`src/hw/rtl/huffman_code_table_builder_assert.svh`:
```
// Assertion macros used by the Huffman code table builder datapath
`ifndef HUFFMAN_CODE_TABLE_BUILDER_ASSERT_SVH
`define HUFFMAN_CODE_TABLE_BUILDER_ASSERT_SVH

// Property that must hold at every clock edge outside reset
`define HCTB_ASSERT(lbl, prop, msg) \
  lbl: assert property (@(posedge clk_i) disable iff (!rst_ni) (prop)) else $error(msg);

// Consequent that must hold in the cycle after the antecedent
`define HCTB_ASSERT_NEXT(lbl, ante, cons, msg) \
  lbl: assert property (@(posedge clk_i) disable iff (!rst_ni) (ante) |=> (cons)) \
    else $error(msg);

`endif

```
`src/hw/rtl/hctb_pkg.sv`:
```
// Types and constants of the Huffman code table builder
`timescale 1ns / 1ps
package hctb_pkg;

  localparam int ALPHABET_SIZE = 256;
  localparam int MAX_CODE_LEN  = 32;
  localparam int COUNT_WIDTH   = 24;

  localparam int IDX_W   = $clog2(ALPHABET_SIZE);
  localparam int NODE_W  = IDX_W + 1;
  localparam int SLOTS   = 2 * ALPHABET_SIZE;
  localparam int WGT_W   = 32;
  localparam int CODE_W  = 32;
  localparam int LEN_W   = 6;
  localparam int TOT_W   = 40;
  localparam int DIST_W  = 9;
  localparam int PROD_W  = COUNT_WIDTH + LEN_W;
  localparam int LEN_LIMIT = (MAX_CODE_LEN > 63) ? 63 : MAX_CODE_LEN;

  localparam logic [NODE_W-1:0] NIL = '1;

  typedef enum logic [1:0] {
    CMD_COUNT  = 2'd0,
    CMD_BUILD  = 2'd1,
    CMD_LOOKUP = 2'd2,
    CMD_CLEAR  = 2'd3
  } cmd_e;

  typedef enum logic [4:0] {
    OP_NONE,
    OP_ACCEPT,
    OP_CNT_WR,
    OP_LK_OUT,
    OP_B_INIT,
    OP_S_RD,
    OP_S_CHK,
    OP_S_NEXT,
    OP_INS_RD,
    OP_INS_CMP,
    OP_INS_LINK,
    OP_INS_LINK2,
    OP_M_START,
    OP_M_ONE,
    OP_M_ZERO,
    OP_M_NEXT,
    OP_C_INIT,
    OP_C_RD,
    OP_C_ONE,
    OP_C_ZERO,
    OP_F_INIT,
    OP_F_RD,
    OP_F_ACC,
    OP_B_OUT
  } op_e;

  typedef struct packed {
    op_e op;
  } ctl_t;

  typedef struct packed {
    logic cnt_nz;
    logic i_last;
    logic p_nil;
    logic p_less;
    logic a_nil;
    logic head_nil;
    logic zero_nil;
    logic root_leaf;
    logic code_last;
    logic out_free;
  } sts_t;

endpackage

```
`src/hw/rtl/hctb_ctrl.sv`:
```
// Sequencer of the Huffman code table builder
`timescale 1ns / 1ps
module hctb_ctrl (
  input  logic          clk_i,
  input  logic          rst_ni,
  input  logic          in_valid_i,
  output logic          in_ready_o,
  input  logic [1:0]    cmd_i,
  input  hctb_pkg::sts_t sts_i,
  output hctb_pkg::ctl_t ctl_o
);
  import hctb_pkg::*;

  typedef enum logic [22:0] {
    ST_IDLE      = 23'h000001,
    ST_CNT_WR    = 23'h000002,
    ST_LK_OUT    = 23'h000004,
    ST_B_INIT    = 23'h000008,
    ST_S_RD      = 23'h000010,
    ST_S_CHK     = 23'h000020,
    ST_S_NEXT    = 23'h000040,
    ST_INS_RD    = 23'h000080,
    ST_INS_CMP   = 23'h000100,
    ST_INS_LINK  = 23'h000200,
    ST_INS_LINK2 = 23'h000400,
    ST_M_START   = 23'h000800,
    ST_M_ONE     = 23'h001000,
    ST_M_ZERO    = 23'h002000,
    ST_M_NEXT    = 23'h004000,
    ST_C_INIT    = 23'h008000,
    ST_C_RD      = 23'h010000,
    ST_C_ONE     = 23'h020000,
    ST_C_ZERO    = 23'h040000,
    ST_F_INIT    = 23'h080000,
    ST_F_RD      = 23'h100000,
    ST_F_ACC     = 23'h200000,
    ST_B_OUT     = 23'h400000
  } state_e;

  state_e state_q, state_d;
  logic   ret_q, ret_d;

  assign in_ready_o = (state_q == ST_IDLE);

  always_comb begin
    state_d   = state_q;
    ret_d     = ret_q;
    ctl_o.op  = OP_NONE;
    case (state_q)
      ST_IDLE: begin
        if (in_valid_i) begin
          ctl_o.op = OP_ACCEPT;
          case (cmd_e'(cmd_i))
            CMD_COUNT:  state_d = ST_CNT_WR;
            CMD_BUILD:  state_d = ST_B_INIT;
            CMD_LOOKUP: state_d = ST_LK_OUT;
            default:    state_d = ST_IDLE;
          endcase
        end
      end
      ST_CNT_WR: begin
        ctl_o.op = OP_CNT_WR;
        state_d  = ST_IDLE;
      end
      ST_LK_OUT: begin
        ctl_o.op = OP_LK_OUT;
        if (sts_i.out_free) state_d = ST_IDLE;
      end
      ST_B_INIT: begin
        ctl_o.op = OP_B_INIT;
        state_d  = ST_S_RD;
      end
      ST_S_RD: begin
        ctl_o.op = OP_S_RD;
        state_d  = ST_S_CHK;
      end
      ST_S_CHK: begin
        ctl_o.op = OP_S_CHK;
        if (sts_i.cnt_nz) begin
          ret_d   = 1'b0;
          state_d = ST_INS_RD;
        end else begin
          state_d = ST_S_NEXT;
        end
      end
      ST_S_NEXT: begin
        ctl_o.op = OP_S_NEXT;
        state_d  = sts_i.i_last ? ST_M_START : ST_S_RD;
      end
      ST_INS_RD: begin
        ctl_o.op = OP_INS_RD;
        state_d  = sts_i.p_nil ? ST_INS_LINK : ST_INS_CMP;
      end
      ST_INS_CMP: begin
        ctl_o.op = OP_INS_CMP;
        state_d  = sts_i.p_less ? ST_INS_RD : ST_INS_LINK;
      end
      ST_INS_LINK: begin
        ctl_o.op = OP_INS_LINK;
        if (!sts_i.a_nil) state_d = ST_INS_LINK2;
        else              state_d = ret_q ? ST_M_NEXT : ST_S_NEXT;
      end
      ST_INS_LINK2: begin
        ctl_o.op = OP_INS_LINK2;
        state_d  = ret_q ? ST_M_NEXT : ST_S_NEXT;
      end
      ST_M_START: begin
        ctl_o.op = OP_M_START;
        state_d  = sts_i.head_nil ? ST_B_OUT : ST_M_ONE;
      end
      ST_M_ONE: begin
        ctl_o.op = OP_M_ONE;
        state_d  = sts_i.zero_nil ? ST_C_INIT : ST_M_ZERO;
      end
      ST_M_ZERO: begin
        ctl_o.op = OP_M_ZERO;
        ret_d    = 1'b1;
        state_d  = ST_INS_RD;
      end
      ST_M_NEXT: begin
        ctl_o.op = OP_M_NEXT;
        state_d  = ST_M_START;
      end
      ST_C_INIT: begin
        ctl_o.op = OP_C_INIT;
        state_d  = sts_i.root_leaf ? ST_F_INIT : ST_C_RD;
      end
      ST_C_RD: begin
        ctl_o.op = OP_C_RD;
        state_d  = ST_C_ONE;
      end
      ST_C_ONE: begin
        ctl_o.op = OP_C_ONE;
        state_d  = ST_C_ZERO;
      end
      ST_C_ZERO: begin
        ctl_o.op = OP_C_ZERO;
        state_d  = sts_i.code_last ? ST_F_INIT : ST_C_RD;
      end
      ST_F_INIT: begin
        ctl_o.op = OP_F_INIT;
        state_d  = ST_F_RD;
      end
      ST_F_RD: begin
        ctl_o.op = OP_F_RD;
        state_d  = ST_F_ACC;
      end
      ST_F_ACC: begin
        ctl_o.op = OP_F_ACC;
        state_d  = sts_i.i_last ? ST_B_OUT : ST_F_RD;
      end
      ST_B_OUT: begin
        ctl_o.op = OP_B_OUT;
        if (sts_i.out_free) state_d = ST_IDLE;
      end
      default: state_d = ST_IDLE;
    endcase
  end

  always_ff @(posedge clk_i or negedge rst_ni) begin
    if (!rst_ni) begin
      state_q <= ST_IDLE;
      ret_q   <= 1'b0;
    end else begin
      state_q <= state_d;
      ret_q   <= ret_d;
    end
  end

endmodule

```
`config.mk`:
```
export PLATFORM = sky130hd
export DESIGN_NAME = hctb_ctrl
export DESIGN_NICKNAME = d
export VERILOG_FILES = /design/src/hw/rtl/huffman_code_table_builder_assert.svh /design/src/hw/rtl/hctb_pkg.sv /design/src/hw/rtl/hctb_ctrl.sv
export SDC_FILE = /design/constraint.sdc
export NUM_CORES = 1
export LEC_CHECK = 0
export ABC_AREA = 1
export BUFFER_PORTS_ARGS = -buffer_cell sky130_fd_sc_hd__buf_2
export CAP_MARGIN = 20
export CORE_ASPECT_RATIO = 1.75
export CORE_MARGIN = 4
export CORE_UTILIZATION = 40
export CTS_CLUSTER_SIZE = 10
export DETAILED_ROUTE_END_ITERATION = 8
export PLACE_DENSITY = 0.63
export SLEW_MARGIN = 10
export SYNTH_ARGS = -nofsm -noshare
export SYNTH_HDL_FRONTEND = slang
export SYNTH_SLANG_ARGS = --single-unit
export TNS_END_PERCENT = 1
```
`constraint.sdc`:
```
create_clock -name clk_i -period 2.1 [get_ports clk_i]
set_clock_uncertainty 0.1 [all_clocks]
set_input_delay 0 -clock clk_i [delete_from_list [all_inputs] [get_ports clk_i]]
set_output_delay 0 -clock clk_i [all_outputs]
set_load 0.1 [all_outputs]
```
## Word level (Yosys, flattened, before mapping)

Index checks and enable logic that the tools add are counted.

| word-level totals | value |
|---|---|
| register bits | 24 |
| latch bits | 0 |
| RAM bits | 0 |
| memory bits (read-only) | 0 |
| input port bits | 15 |
| output and inout bits | 6 |
| word-level logic and storage cells | 54 |
| memories | 0 |

| cells by class | value |
|---|---|
| add/sub/neg operators | 0 |
| $mul | 0 |
| div/mod/pow operators | 0 |
| order comparisons | 0 |
| equality and inequality tests | 28 |
| shift-type cells | 0 |
| mux-type cells | 19 |
| bitwise logic cells | 0 |
| reduce and logical (&&, ||, !) cells | 5 |

Operators with widths:

| kind | number |
|---|---|
| 23-bit one-hot mux with 21 select lines | 1 |
| 5-bit one-hot mux with 23 select lines | 1 |
| 23-bit 2-to-1 mux | 4 |
| 20-bit 2-to-1 mux | 2 |
| 15-bit 2-to-1 mux | 2 |
| 23-bit by 1-bit == test with 1-bit output, second input constant | 1 |
| 23-bit by 10-bit == test with 1-bit output, second input constant | 1 |
| 23-bit by 11-bit == test with 1-bit output, second input constant | 1 |
| 23-bit by 12-bit == test with 1-bit output, second input constant | 1 |
| 23-bit by 13-bit == test with 1-bit output, second input constant | 1 |
| 23-bit by 14-bit == test with 1-bit output, second input constant | 1 |
| 23-bit by 15-bit == test with 1-bit output, second input constant | 1 |
| 23-bit by 16-bit == test with 1-bit output, second input constant | 1 |
| 23-bit by 17-bit == test with 1-bit output, second input constant | 1 |
| 23-bit by 18-bit == test with 1-bit output, second input constant | 1 |
| 23-bit by 19-bit == test with 1-bit output, second input constant | 1 |
| 23-bit by 2-bit == test with 1-bit output, second input constant | 1 |
| 23-bit by 20-bit == test with 1-bit output, second input constant | 1 |
| 23-bit by 21-bit == test with 1-bit output, second input constant | 1 |
| 23-bit by 22-bit == test with 1-bit output, second input constant | 1 |
| 23-bit == test, second input constant | 1 |
| 23-bit by 3-bit == test with 1-bit output, second input constant | 1 |
| 23-bit by 4-bit == test with 1-bit output, second input constant | 1 |
| 23-bit by 5-bit == test with 1-bit output, second input constant | 1 |
| 19 further kinds | 23 |

## Depth between registers and ports, before layout

Gate-level depths: netlist (run 1).

| depth | value |
|---|---|
| depth after elaboration | 4 |
| mapped depth | 13 |
| gate-level depth less buffers | 13 |

## Least setup slack after synthesis (run 1)

No wires, ideal clock.

| timing | value |
|---|---|
| path type | reg2out |
| start | reg state_q[21] |
| end | out ctl_o[0] (netlist bit) |
| arrival | 2.283 ns |
| required time | 2.000 ns |
| path slack | -0.283 ns |
| stages on the path, launching flop included | 10 |
| buffers on the path | 0 |
| cell sequence | dfrtp_1 -> nor2_2 -> nand2_2 -> nor2_8 -> nand2_4 -> nor2_4 -> nand2_2 -> inv_2 -> nand2_2 -> nand3b_1 |

RTL lines:

| what | RTL line | text |
|---|---|---|
| from (decl) | hctb_ctrl.sv:40 | `state_e state_q, state_d;` |
| from (signal assigned) | hctb_ctrl.sv:165 | `state_q <= state_d;` |
| to (decl) | hctb_ctrl.sv:10 | `output hctb_pkg::ctl_t ctl_o` |

==> results of run 1 <==
==> metrics by stage <==
stage | power (mW) | hold WS [ns] | utilization
2_1_floorplan | 1.02 | -0.396 | -
3_3_place_gp | 1.25 | -0.0848 | 0.494
3_5_place_dp | 1.25 | -0.0793 | 0.494
4_1_cts | 1.62 | 0.166 | 0.579
5_1_grt | 1.87 | 0.214 | 0.663
6_report | 1.78 | 0.141 | 0.663
==> worst max-delay path: stages, from the launching register on <==
cell,delay [ns]
dfrtp_2,0.45
nor2_4,0.16
nand2_4,0.08
nor2_4,0.15
buf_6,0.14
nand4_1,0.15
nand2_1,0.11
inv_1,0.05
nand2_2,0.06
nand3b_1,0.17
buf_12,0.20
==> cell families (layout without fill, tap and decap cells) <==
| group | after synthesis | after routing |
|---|---|---|
| simple gates | 145 | 146 |
| compound gates | 16 | 16 |
| flops | 24 | 24 |
| buf+inv | 41 | 111 |
==> Yosys cell counts (2+ instances only) <==
master	count
nor3_1	3
nor2_1	43
nand2_2	5
nor2_4	2
o22ai_1	3
dfrtp_1	23
nand3_1	21
nand4_1	9
o21ai_2	2
a21oi_1	3
nand2_1	43
nor2_2	11
inv_1	39
o21ai_0	5
==> registers in the layout, indices dropped and copies added (netlist names) <==
register / cells
state_q: 23
ret_q: 1
==> worst max path at each step <==
| stage | endpoint | slack, ns | cells past startpoint |
|---|---|---|---|
| after floorplan | ctl_o[0] | -0.08 | 8 |
| after global placement | state_q[0] | 0.18 | 12 |
| after detailed placement | ctl_o[0] | 0.15 | 9 |
| after CTS | ctl_o[0] | 0.005 | 10 |
| after global routing | ctl_o[1] | -0.09 | 9 |
| final | ctl_o[0] | -0.007 | 10 |
==> repair_timing <==
action	in CTS	in global routing
gates resized for setup	18	28
hold buffers	15	0
pin swaps	4	23
endpoints found under the setup margin	5	7
cloned	1	0
buffers inserted	5	24
hold endpoints to repair	44	0
==> cells in the final DEF (no fill, tap or decap), types with 5 or more instances in the layout <==
| master | count |
|---|---|
| inv_1 | 37 |
| nor2_1 | 36 |
| nand2_1 | 35 |
| buf_4 | 30 |
| dfrtp_1 | 22 |
| nand3_1 | 17 |
| dlygate4sd3_1 | 15 |
| buf_2 | 14 |
| nor2_4 | 12 |
| nor2_2 | 9 |
| nand4_1 | 9 |
| nand2_4 | 8 |
| buf_12 | 7 |
| nand2_2 | 6 |
| o21ai_0 | 5 |
==> power by group through the flow <==
stage | combinational, mW | sequential, mW | clock (mW)
final | 0.960 | 0.524 | 0.291
after global routing | 1.03 | 0.527 | 0.315
after CTS | 0.807 | 0.519 | 0.291
after detailed placement | 0.733 | 0.521 | 0
after global placement | 0.732 | 0.520 | 0
after floorplan | 0.503 | 0.514 | 0
==> layout make-up <==
cell class / instances / share of cell area
tap: 46 / 0.0235
multi-input combinational: 162 / 0.405
sequential: 24 / 0.246
inverter: 40 / 0.0643
clock buffer: 4 / 0.0184
timing repair buffer: 67 / 0.243
==> layer usage <==
layer / part of all wire / GRT usage
met1: 0.38 / 0.223
met2: 0.58 / 0.338
met4: 0.015 / 0.0629
met5: 0 / 0
met3: 0.033 / 0.0231
==> reports/qor.txt, run 1 <==
Critical path class -> flip-flop to primary output
Later-pin clock latency in the skew report -> 0.27 ns
Psw -> 759 uW
Comb pwr share -> 0.541
Share of cells above drive strength 1 -> 0.360
First DRT Iteration DRCs -> 51
FF-to-FF End -> state_q[16]
Synth Area in Compound Gates -> 0.0627
GP Congestion -> 0.857
Post-Synth Adder-Cell Area -> 0
Max clock buf depth -> 2
Root buf cell -> clkbuf_8
Layout Cells excl Fill -> 343
Vias/cell -> 4.92
Avg Synthesized Cell Area -> 6.89 um2
DIE HEIGHT -> 90.6 um
Slew Viols, Final -> 0
Post-DP HPWL -> 3040 um
Fill cells -> 335
Cells after Synth -> 226
DRT Pass-1 Iters -> 4
Max-Slew Margin vs Limit -> 0.638
Ys Warns -> 0
Row cnt -> 29
Post-placement setup slack -> 0.151 ns
CTS sink count -> 24
Clock network fraction of design power -> 0.164
Vias -> 1687
Core ar. -> 3700 um2
Status -> complete, but fails checks
Wirelength, routed -> 4620 um
Post-Place Cells -> 294
Global route total overflow -> 0
Die Area -> 5000 um2
DRC violations left -> 0
Area Growth Syn to Fin -> 57.4%
Post-Place Cell Area -> 1830 um2
Initial Util -> 0.421
Post-synth top flop -> dfrtp_1
Reg clk slew, reported paths -> 0.08 ns
H-tree depth -> 1
Multi-input logic area -> 992 um2
Worst reg-to-reg setup slack -> 0.01 ns
Final hold vios -> 0
Yosys reg bits -> 24
Ranking of synthesized cells by area -> dfrtp_1 (37%), nand2_1 (10%), nor2_1 (10%)
Final #Nets -> 313
Fin crit period -> 2.11 ns
Worst min path class -> primary input to async pin
Startpoint Class -> flip-flop
Power Density -> 724 nW/um2
Synth Cell Area -> 1560 um2
Num CTS Buffers -> 3
Setup TNS -> -0.00712 ns
Max Fanout on Critical Path -> 6
R2r startpoint -> state_q[2]
Simple-gate share of the synthesized area -> 0.450
Sequential Area -> 603 um2
Largest family of logic cells by synthesized area -> simple AND/OR/NAND/NOR gates
Yosys cell types -> 28
Syn Nets -> 241
Worst Setup SP -> state_q[2]
Io pins -> 21
Seq/Total Area, Yosys -> 0.386
Fmax -> 0.475 GHz
Post-synth EDFFs -> 0
Final WS setup -> -0.00712 ns
Sw Ratio -> 0.428
Crit path capture type -> primary output
Post-route ant nets -> 0
Async set-or-reset flop fraction in the synthesized netlist -> 1.00
Unrepaired setup endpoints after global routing -> yes
GRT Total Usage -> 0.191
Number of max-cap violations -> 0
ANT cells -> 0
I/O Buffers -> 20
Actual slew at the worst max-slew pin -> 0.543 ns
Failing checks -> setup timing
Int Pwr -> 1.02 mW
Final Cell Area -> 2450 um2
Largest net degree at the start of global routing -> 25
Reg2Reg Depth -> 7
Average wire per standard cell -> 13.5 um
Die width -> 55.2 um
Static leakage power -> 1.29 nW
Vias in the first global route -> 1619
WP data required -> 2.00 ns
Synth Area in XOR/XNOR -> 0
Top cell type's share of synthesized area -> 0.369
Critical path arrival -> 2.01 ns
Synth area leader -> dfrtp_1
Mux cell area share after synthesis -> 0
Setup-failing EPs final -> 1
TritonCTS clock tree -> done
First-pass GRT wire length -> 7190 um
Period utilisation layout -> 1.00
Initial antenna violation count -> 0
Register share of total power -> 0.295
Worst VDD drop -> 1.25 mV
(Power assumes the default switching activity.)
==> run 2: changes to the inputs <==
--- a/config.mk
+++ b/config.mk
@@ -6,14 +6,15 @@
 export NUM_CORES = 1
 export LEC_CHECK = 0
 export ABC_AREA = 1
-export BUFFER_PORTS_ARGS = -buffer_cell sky130_fd_sc_hd__buf_2
 export CAP_MARGIN = 20
 export CORE_ASPECT_RATIO = 1.75
 export CORE_MARGIN = 4
 export CORE_UTILIZATION = 40
 export CTS_CLUSTER_SIZE = 10
 export DETAILED_ROUTE_END_ITERATION = 8
-export PLACE_DENSITY = 0.63
+export DONT_BUFFER_PORTS = 1
+export GPL_ROUTABILITY_DRIVEN = 0
+export PLACE_DENSITY = 0.58
 export SLEW_MARGIN = 10
 export SYNTH_ARGS = -nofsm -noshare
 export SYNTH_HDL_FRONTEND = slang
==> run 2 against run 1 <==
The run now ends clean. Register-to-register slack gained 0.05 ns. Total power shrank 2.8%. Clock-buffer cell count is the same. Final area shrank 7.7%. Combinational power shrank 4.2%. Sequential power is essentially flat. Critical path depth is the same. Sequential share of layout area grew 2.1 points. Via count shrank 5.4%. Global-route usage shrank 1.1 points. Flip-flop and latch count is the same. Critical path type unchanged. Critical endpoint unchanged.
==> reports/qor.txt, run 2 (synthesized netlist as in run 1, its figures left out) <==
GRT Total Usage -> 0.180 (was 0.191)
H-tree depth -> 1 (unchanged)
Status -> finished clean (was complete, but fails checks)
Sequential Area -> 603 um2 (unchanged)
TritonCTS clock tree -> done (unchanged)
Startpoint Class -> flip-flop (unchanged)
Comb pwr share -> 0.533 (was 0.541)
DIE HEIGHT -> 90.6 um (unchanged)
First-pass GRT wire length -> 6680 um (was 7190 um)
Initial Util -> 0.421 (unchanged)
Vias -> 1596 (was 1687)
Unrepaired setup endpoints after global routing -> yes (unchanged)
Number of max-cap violations -> 0 (unchanged)
Max Fanout on Critical Path -> 7 (was 6)
Fill cells -> 344 (was 335)
Reg2Reg Depth -> 7 (unchanged)
Gr busiest metal -> met2 (unchanged)
CTS sink count -> 24 (unchanged)
Core ar. -> 3700 um2 (unchanged)
Worst hold slack -> 0.0694 ns (was 0.141 ns)
Average wire per standard cell -> 13.6 um (was 13.5 um)
Multi-input logic area -> 950 um2 (was 992 um2)
First DRT Iteration DRCs -> 47 (was 51)
Fin crit period -> 2.08 ns (was 2.11 ns)
Register share of total power -> 0.302 (was 0.295)
Reg clk slew, reported paths -> 0.09 ns (was 0.08 ns)
M1 GR Usage -> 0.195 (was 0.223)
Fmax -> 0.480 GHz (was 0.475 GHz)
Top flop regs -> state_q x23, ret_q x1 (unchanged)
Final Power -> 1.73 mW (was 1.78 mW)
Vias/cell -> 4.99 (was 4.92)
Critical path class -> flip-flop to primary output (unchanged)
I/O Buffers -> 0 (was 20)
Post-route ant nets -> 0 (unchanged)
Wirelength, routed -> 4360 um (was 4620 um)
Post-DP HPWL -> 3010 um (was 3040 um)
Vias in the first global route -> 1588 (was 1619)
Max clock buf depth -> 2 (unchanged)
ANT cells -> 0 (unchanged)
Later-pin clock latency in the skew report -> 0.27 ns (about the same)
Final #Nets -> 290 (was 313)
Critical path arrival -> 1.98 ns (was 2.01 ns)
R2r startpoint -> state_q[15] (was state_q[2])
Actual slew at the worst max-slew pin -> 0.366 ns (was 0.543 ns)
Root buf cell -> clkbuf_8 (unchanged)
Largest net degree at the start of global routing -> 25 (unchanged)
Period utilisation layout -> 0.992 (was 1.00)
DRT Pass-1 Iters -> 4 (unchanged)
Static leakage power -> 1.19 nW (was 1.29 nW)
Crit path capture type -> primary output (unchanged)
Die Area -> 5000 um2 (unchanged)
Worst Setup SP -> state_q[19] (was state_q[2])
Setup-failing EPs final -> 0 (was 1)
Critical Path Sink -> ctl_o[0] (unchanged)
Final WS setup -> 0.0176 ns (was -0.00712 ns)
Number of flip-flops under the largest register name -> 23 (unchanged)
Worst VDD drop -> 0.798 mV (was 1.25 mV)
Area Growth Syn to Fin -> 45.3% (was 57.4%)
Int Pwr -> 994 uW (was 1.02 mW)
WP data required -> 2.00 ns (about the same)
Most frequent cells in the layout -> inv_1 (38), nor2_1 (37), nand2_1 (35) (was inv_1 (37), nor2_1 (36), nand2_1 (35))
Global route total overflow -> 0 (unchanged)
M2 GR Usage -> 0.308 (was 0.338)
Top reg by flops -> state_q (unchanged)
Row cnt -> 29 (unchanged)
FF-to-FF End -> state_q[16] (unchanged)
Num CTS Buffers -> 3 (unchanged)
Sw Ratio -> 0.424 (was 0.428)
Worst min path class -> primary input to async pin (unchanged)
Power Density -> 762 nW/um2 (was 724 nW/um2)
Io pins -> 21 (unchanged)
Worst reg-to-reg setup slack -> 0.06 ns (was 0.01 ns)
Most common cell after layout, fill and taps aside -> inv_1 (unchanged)
Post-placement setup slack -> 0.137 ns (was 0.151 ns)
Final core occ -> 0.612 (was 0.663)
Slew Viols, Final -> 0 (unchanged)
Psw -> 731 uW (was 759 uW)
Clock network fraction of design power -> 0.165 (was 0.164)
Final hold vios -> 0 (unchanged)
Share of cells above drive strength 1 -> 0.296 (was 0.360)
Met3 Use GR -> 0.0347 (was 0.0231)
Die width -> 55.2 um (unchanged)
DRC violations left -> 0 (unchanged)
Max-Slew Margin vs Limit -> 0.754 (was 0.638)
Initial antenna violation count -> 0 (unchanged)
[run 2: metal layers]
metal  vias up  share of wire
li1        815              -
met1       741           0.39
met2        28           0.55
met3        12          0.030
met4         0          0.032
met5         -              0
[run 2: area by class of cell]
type                            count  area share
Multi-Input combinational cell    162       0.420
Tap cell                           46      0.0254
Clock buffer                        4      0.0199
Timing Repair Buffer               44       0.199
Inverter                           40      0.0697
Sequential cell                    24       0.266
[run 2: how the worst min path moves through the flow]
stage,start,endpoint,slack (ns),depth (start not counted)
6_report,rst_ni,state_q[17],0.07,2
5_1_grt,rst_ni,state_q[22],0.08,2
4_1_cts,rst_ni,state_q[11],0.07,2
3_5_place_dp,rst_ni,state_q[2],-0.39,0
3_3_place_gp,rst_ni,state_q[2],-0.39,0
2_1_floorplan,rst_ni,ret_q,-0.40,0
[run 2: metrics by stage]
stage               instance area [um2]  std cells  TNS (ns)
finish                             2260        320         0
global route                       2260        320    -0.239
CTS                                2010        305   -0.0759
detailed placement                 1780        285         0
global placement                   1780        285         0
floorplan                          1570        226    -0.144
[run 2: power groups by stage]
| stage | clock network (mW) | registers (mW) | logic [mW] |
|---|---|---|---|
| 6_report | 0.285 | 0.521 | 0.920 |
| 5_1_grt | 0.308 | 0.524 | 0.980 |
| 4_1_cts | 0.290 | 0.512 | 0.743 |
| 3_5_place_dp | 0 | 0.519 | 0.685 |
| 3_3_place_gp | 0 | 0.518 | 0.684 |
| 2_1_floorplan | 0 | 0.514 | 0.503 |
[run 2: what timing repair did]
item	4_1_cts	5_1_grt
endpoints found under the hold margin	44	0
hold buffers	16	0
cloned	0	1
endpoints found under the setup margin	5	7
pin swaps	1	18
buffers inserted	0	14
gates resized for setup	4	35
[run 2: critical path, cell delays in order, from the launching register on]
cell	delay [ns]
dfrtp_1	0.43
nor2_4	0.17
nand2_4	0.12
nor2_8	0.19
nand2_4	0.10
nor2_4	0.16
nand2_4	0.09
inv_8	0.08
nand2_4	0.04
nand3b_1	0.14
buf_12	0.19
==> run 3: changes to the inputs <==
--- a/config.mk
+++ b/config.mk
@@ -9,12 +9,12 @@
 export CAP_MARGIN = 20
 export CORE_ASPECT_RATIO = 1.75
 export CORE_MARGIN = 4
-export CORE_UTILIZATION = 40
+export CORE_UTILIZATION = 45
 export CTS_CLUSTER_SIZE = 10
 export DETAILED_ROUTE_END_ITERATION = 8
 export DONT_BUFFER_PORTS = 1
 export GPL_ROUTABILITY_DRIVEN = 0
-export PLACE_DENSITY = 0.58
+export PLACE_DENSITY = 0.64
 export SLEW_MARGIN = 10
 export SYNTH_ARGS = -nofsm -noshare
 export SYNTH_HDL_FRONTEND = slang
==> run 3 against run 2 <==
Global-route usage up 2.1 points. Register-to-register slack better by 0.03 ns. Flip-flop and latch count unchanged. Die area down 9.9%. Final area down 1.1%. Fmax down 0.80%. Combinational power down 10%. Clock-buffer cell count unchanged. Clock power about the same. Sequential share of layout area up 0.28 points. Non-clock buffer count down 1. Critical path depth unchanged. Critical endpoint unchanged. Largest power group unchanged.
==> reports/qor.txt, run 3 (synthesized netlist as in run 1, its figures left out) <==
Sw Ratio -> 0.433 (was 0.424)
Fmax -> 0.476 GHz (was 0.480 GHz)
Top flop regs -> state_q x23, ret_q x1 (unchanged)
R2r startpoint -> state_q[2] (was state_q[15])
CP cell instances -> nor2_4 -> nand2_4 -> nor2_4 -> buf_6 -> nand4_1 -> nand2_1 -> inv_1 -> nand2_1 -> nand3b_1 -> buf_12 (was nor2_4 -> nand2_4 -> nor2_8 -> nand2_4 -> nor2_4 -> nand2_4 -> inv_8 -> nand2_4 -> nand3b_1 -> buf_12)
TritonCTS clock tree -> done (unchanged)
CP delay by family, top -> simple AND/OR/NAND/NOR gates (unchanged)
Global route total overflow -> 0 (unchanged)
Crit path capture type -> primary output (unchanged)
Vias -> 1648 (was 1596)
Largest net degree at the start of global routing -> 25 (unchanged)
Reg clk slew, reported paths -> 0.09 ns (about the same)
Final hold vios -> 0 (unchanged)
Share of cells above drive strength 1 -> 0.278 (was 0.296)
Multi-input logic area -> 943 um2 (was 950 um2)
Initial antenna violation count -> 0 (unchanged)
Initial Util -> 0.463 (was 0.421)
Most frequent cells in the layout -> nor2_1 (40), inv_1 (39), nand2_1 (34) (was inv_1 (38), nor2_1 (37), nand2_1 (35))
GRT Total Usage -> 0.201 (was 0.180)
Io pins -> 21 (unchanged)
Worst path slowest cell -> dfrtp_2 (was dfrtp_1)
Final #Nets -> 289 (was 290)
Root buf cell -> clkbuf_8 (unchanged)
Worst VDD drop -> 1.31 mV (was 0.798 mV)
I/O Buffers -> 0 (unchanged)
CP peak stage delay -> 0.45 ns (was 0.43 ns)
Wirelength, routed -> 4420 um (was 4360 um)
Worst min path class -> primary input to async pin (unchanged)
H-tree depth -> 1 (unchanged)
Final Power -> 1.64 mW (was 1.73 mW)
Register share of total power -> 0.319 (was 0.302)
Unrepaired setup endpoints after global routing -> yes (unchanged)
WP data required -> 2.00 ns (about the same)
Max-Slew Margin vs Limit -> 0.567 (was 0.754)
Top reg by flops -> state_q (unchanged)
Buf/Inv on CP -> 3 (was 2)
First DRT Iteration DRCs -> 40 (was 47)
Number of max-cap violations -> 0 (unchanged)
Slew Viols, Final -> 0 (unchanged)
Later-pin clock latency in the skew report -> 0.27 ns (about the same)
DIE HEIGHT -> 85.8 um (was 90.6 um)
Fin crit period -> 2.10 ns (was 2.08 ns)
DRC violations left -> 0 (unchanged)
Most common cell after layout, fill and taps aside -> nor2_1 (was inv_1)
Vias/cell -> 5.18 (was 4.99)
Worst hold slack -> 0.0898 ns (was 0.0694 ns)
Actual slew at the worst max-slew pin -> 0.647 ns (was 0.366 ns)
Die width -> 52.5 um (was 55.2 um)
Core ar. -> 3360 um2 (was 3700 um2)
Final core occ -> 0.666 (was 0.612)
First-pass GRT wire length -> 6840 um (was 6680 um)
Worst Setup SP -> state_q[2] (was state_q[19])
Die Area -> 4500 um2 (was 5000 um2)
Static leakage power -> 1.19 nW (about the same)
Setup TNS -> 0 ns (unchanged)
Num CTS Buffers -> 3 (unchanged)
ANT cells -> 0 (unchanged)
CTS sink count -> 24 (unchanged)
Post-DP HPWL -> 3020 um (was 3010 um)
Clock network fraction of design power -> 0.175 (was 0.165)
Max Fanout on Critical Path -> 5 (was 7)
Period utilisation layout -> 1.00 (was 0.992)
Max clock buf depth -> 2 (unchanged)
Area Growth Syn to Fin -> 43.8% (was 45.3%)
Row cnt -> 28 (was 29)
Critical path arrival -> 2.00 ns (was 1.98 ns)
Comb pwr share -> 0.505 (was 0.533)
Post-route ant nets -> 0 (unchanged)
DRT Pass-1 Iters -> 5 (was 4)
Setup-failing EPs final -> 0 (unchanged)
Psw -> 709 uW (was 731 uW)
Status -> finished clean (unchanged)
Number of flip-flops under the largest register name -> 23 (unchanged)
Power Density -> 732 nW/um2 (was 762 nW/um2)
Int Pwr -> 930 uW (was 994 uW)
Startpoint Class -> flip-flop (unchanged)
Sequential Area -> 603 um2 (unchanged)
Average wire per standard cell -> 13.9 um (was 13.6 um)
Vias in the first global route -> 1577 (was 1588)
Critical path class -> flip-flop to primary output (unchanged)
Fill cells -> 298 (was 344)
## run 3: cell count changes in the layout (fill, tap and decap cells not counted), sizes merged
cell  previous run  this run
buf             29        28
## run 3: final timing paths
path                       slack [ns]          end  cells after the start
max in group asynchronous        1.21   state_q[0]                      2
setup / recovery               0.0008     ctl_o[0]                     10
hold reg to reg                  0.45   state_q[6]                      1
setup reg to reg                 0.09  state_q[16]                      7
hold / removal                   0.09  state_q[16]                      1
min in group clk_i               0.27  state_q[10]                      2
## run 3: area by class of cell
cell class,count,area share
sequential,24,0.269
multi-input combinational,162,0.421
inverter,40,0.0704
tap,45,0.0251
timing repair buffer,43,0.194
clock buffer,4,0.0201
## run 3: routing by layer
| metal | up-vias | wire length, um | GRT usage |
|---|---|---|---|
| li1 | 810 | - | - |
| met1 | 781 | 1670 | 0.222 |
| met2 | 44 | 2500 | 0.365 |
| met3 | 13 | 138 | 0.0261 |
| met4 | 0 | 114 | 0.0884 |
| met5 | - | 0 | 0 |
## run 3: what timing repair did
action / CTS / global route
hold endpoints to repair: 44 / 0
setup buffers: 1 / 14
cloned: 1 / 0
hold buffers: 15 / 0
pin swaps: 5 / 15
setup endpoints to repair: 5 / 6
gates resized for setup: 12 / 22
## run 3: power by group through the flow
stage	combinational, mW	clock [mW]	sequential [mW]
after floorplan	0.503	0	0.514
after CTS	0.744	0.291	0.518
after global placement	0.673	0	0.519
after global routing	0.878	0.312	0.524
after detailed placement	0.677	0	0.520
final	0.828	0.287	0.523
## run 3: stage by stage
| step | instance area [um2] | std cells | worst slack [ns] |
|---|---|---|---|
| after floorplan | 1570 | 226 | -0.0819 |
| after global placement | 1770 | 282 | 0.168 |
| after detailed placement | 1770 | 282 | 0.125 |
| after CTS | 2020 | 303 | 0.00351 |
| after global routing | 2240 | 318 | -0.101 |
| final | 2240 | 318 | 0.000823 |
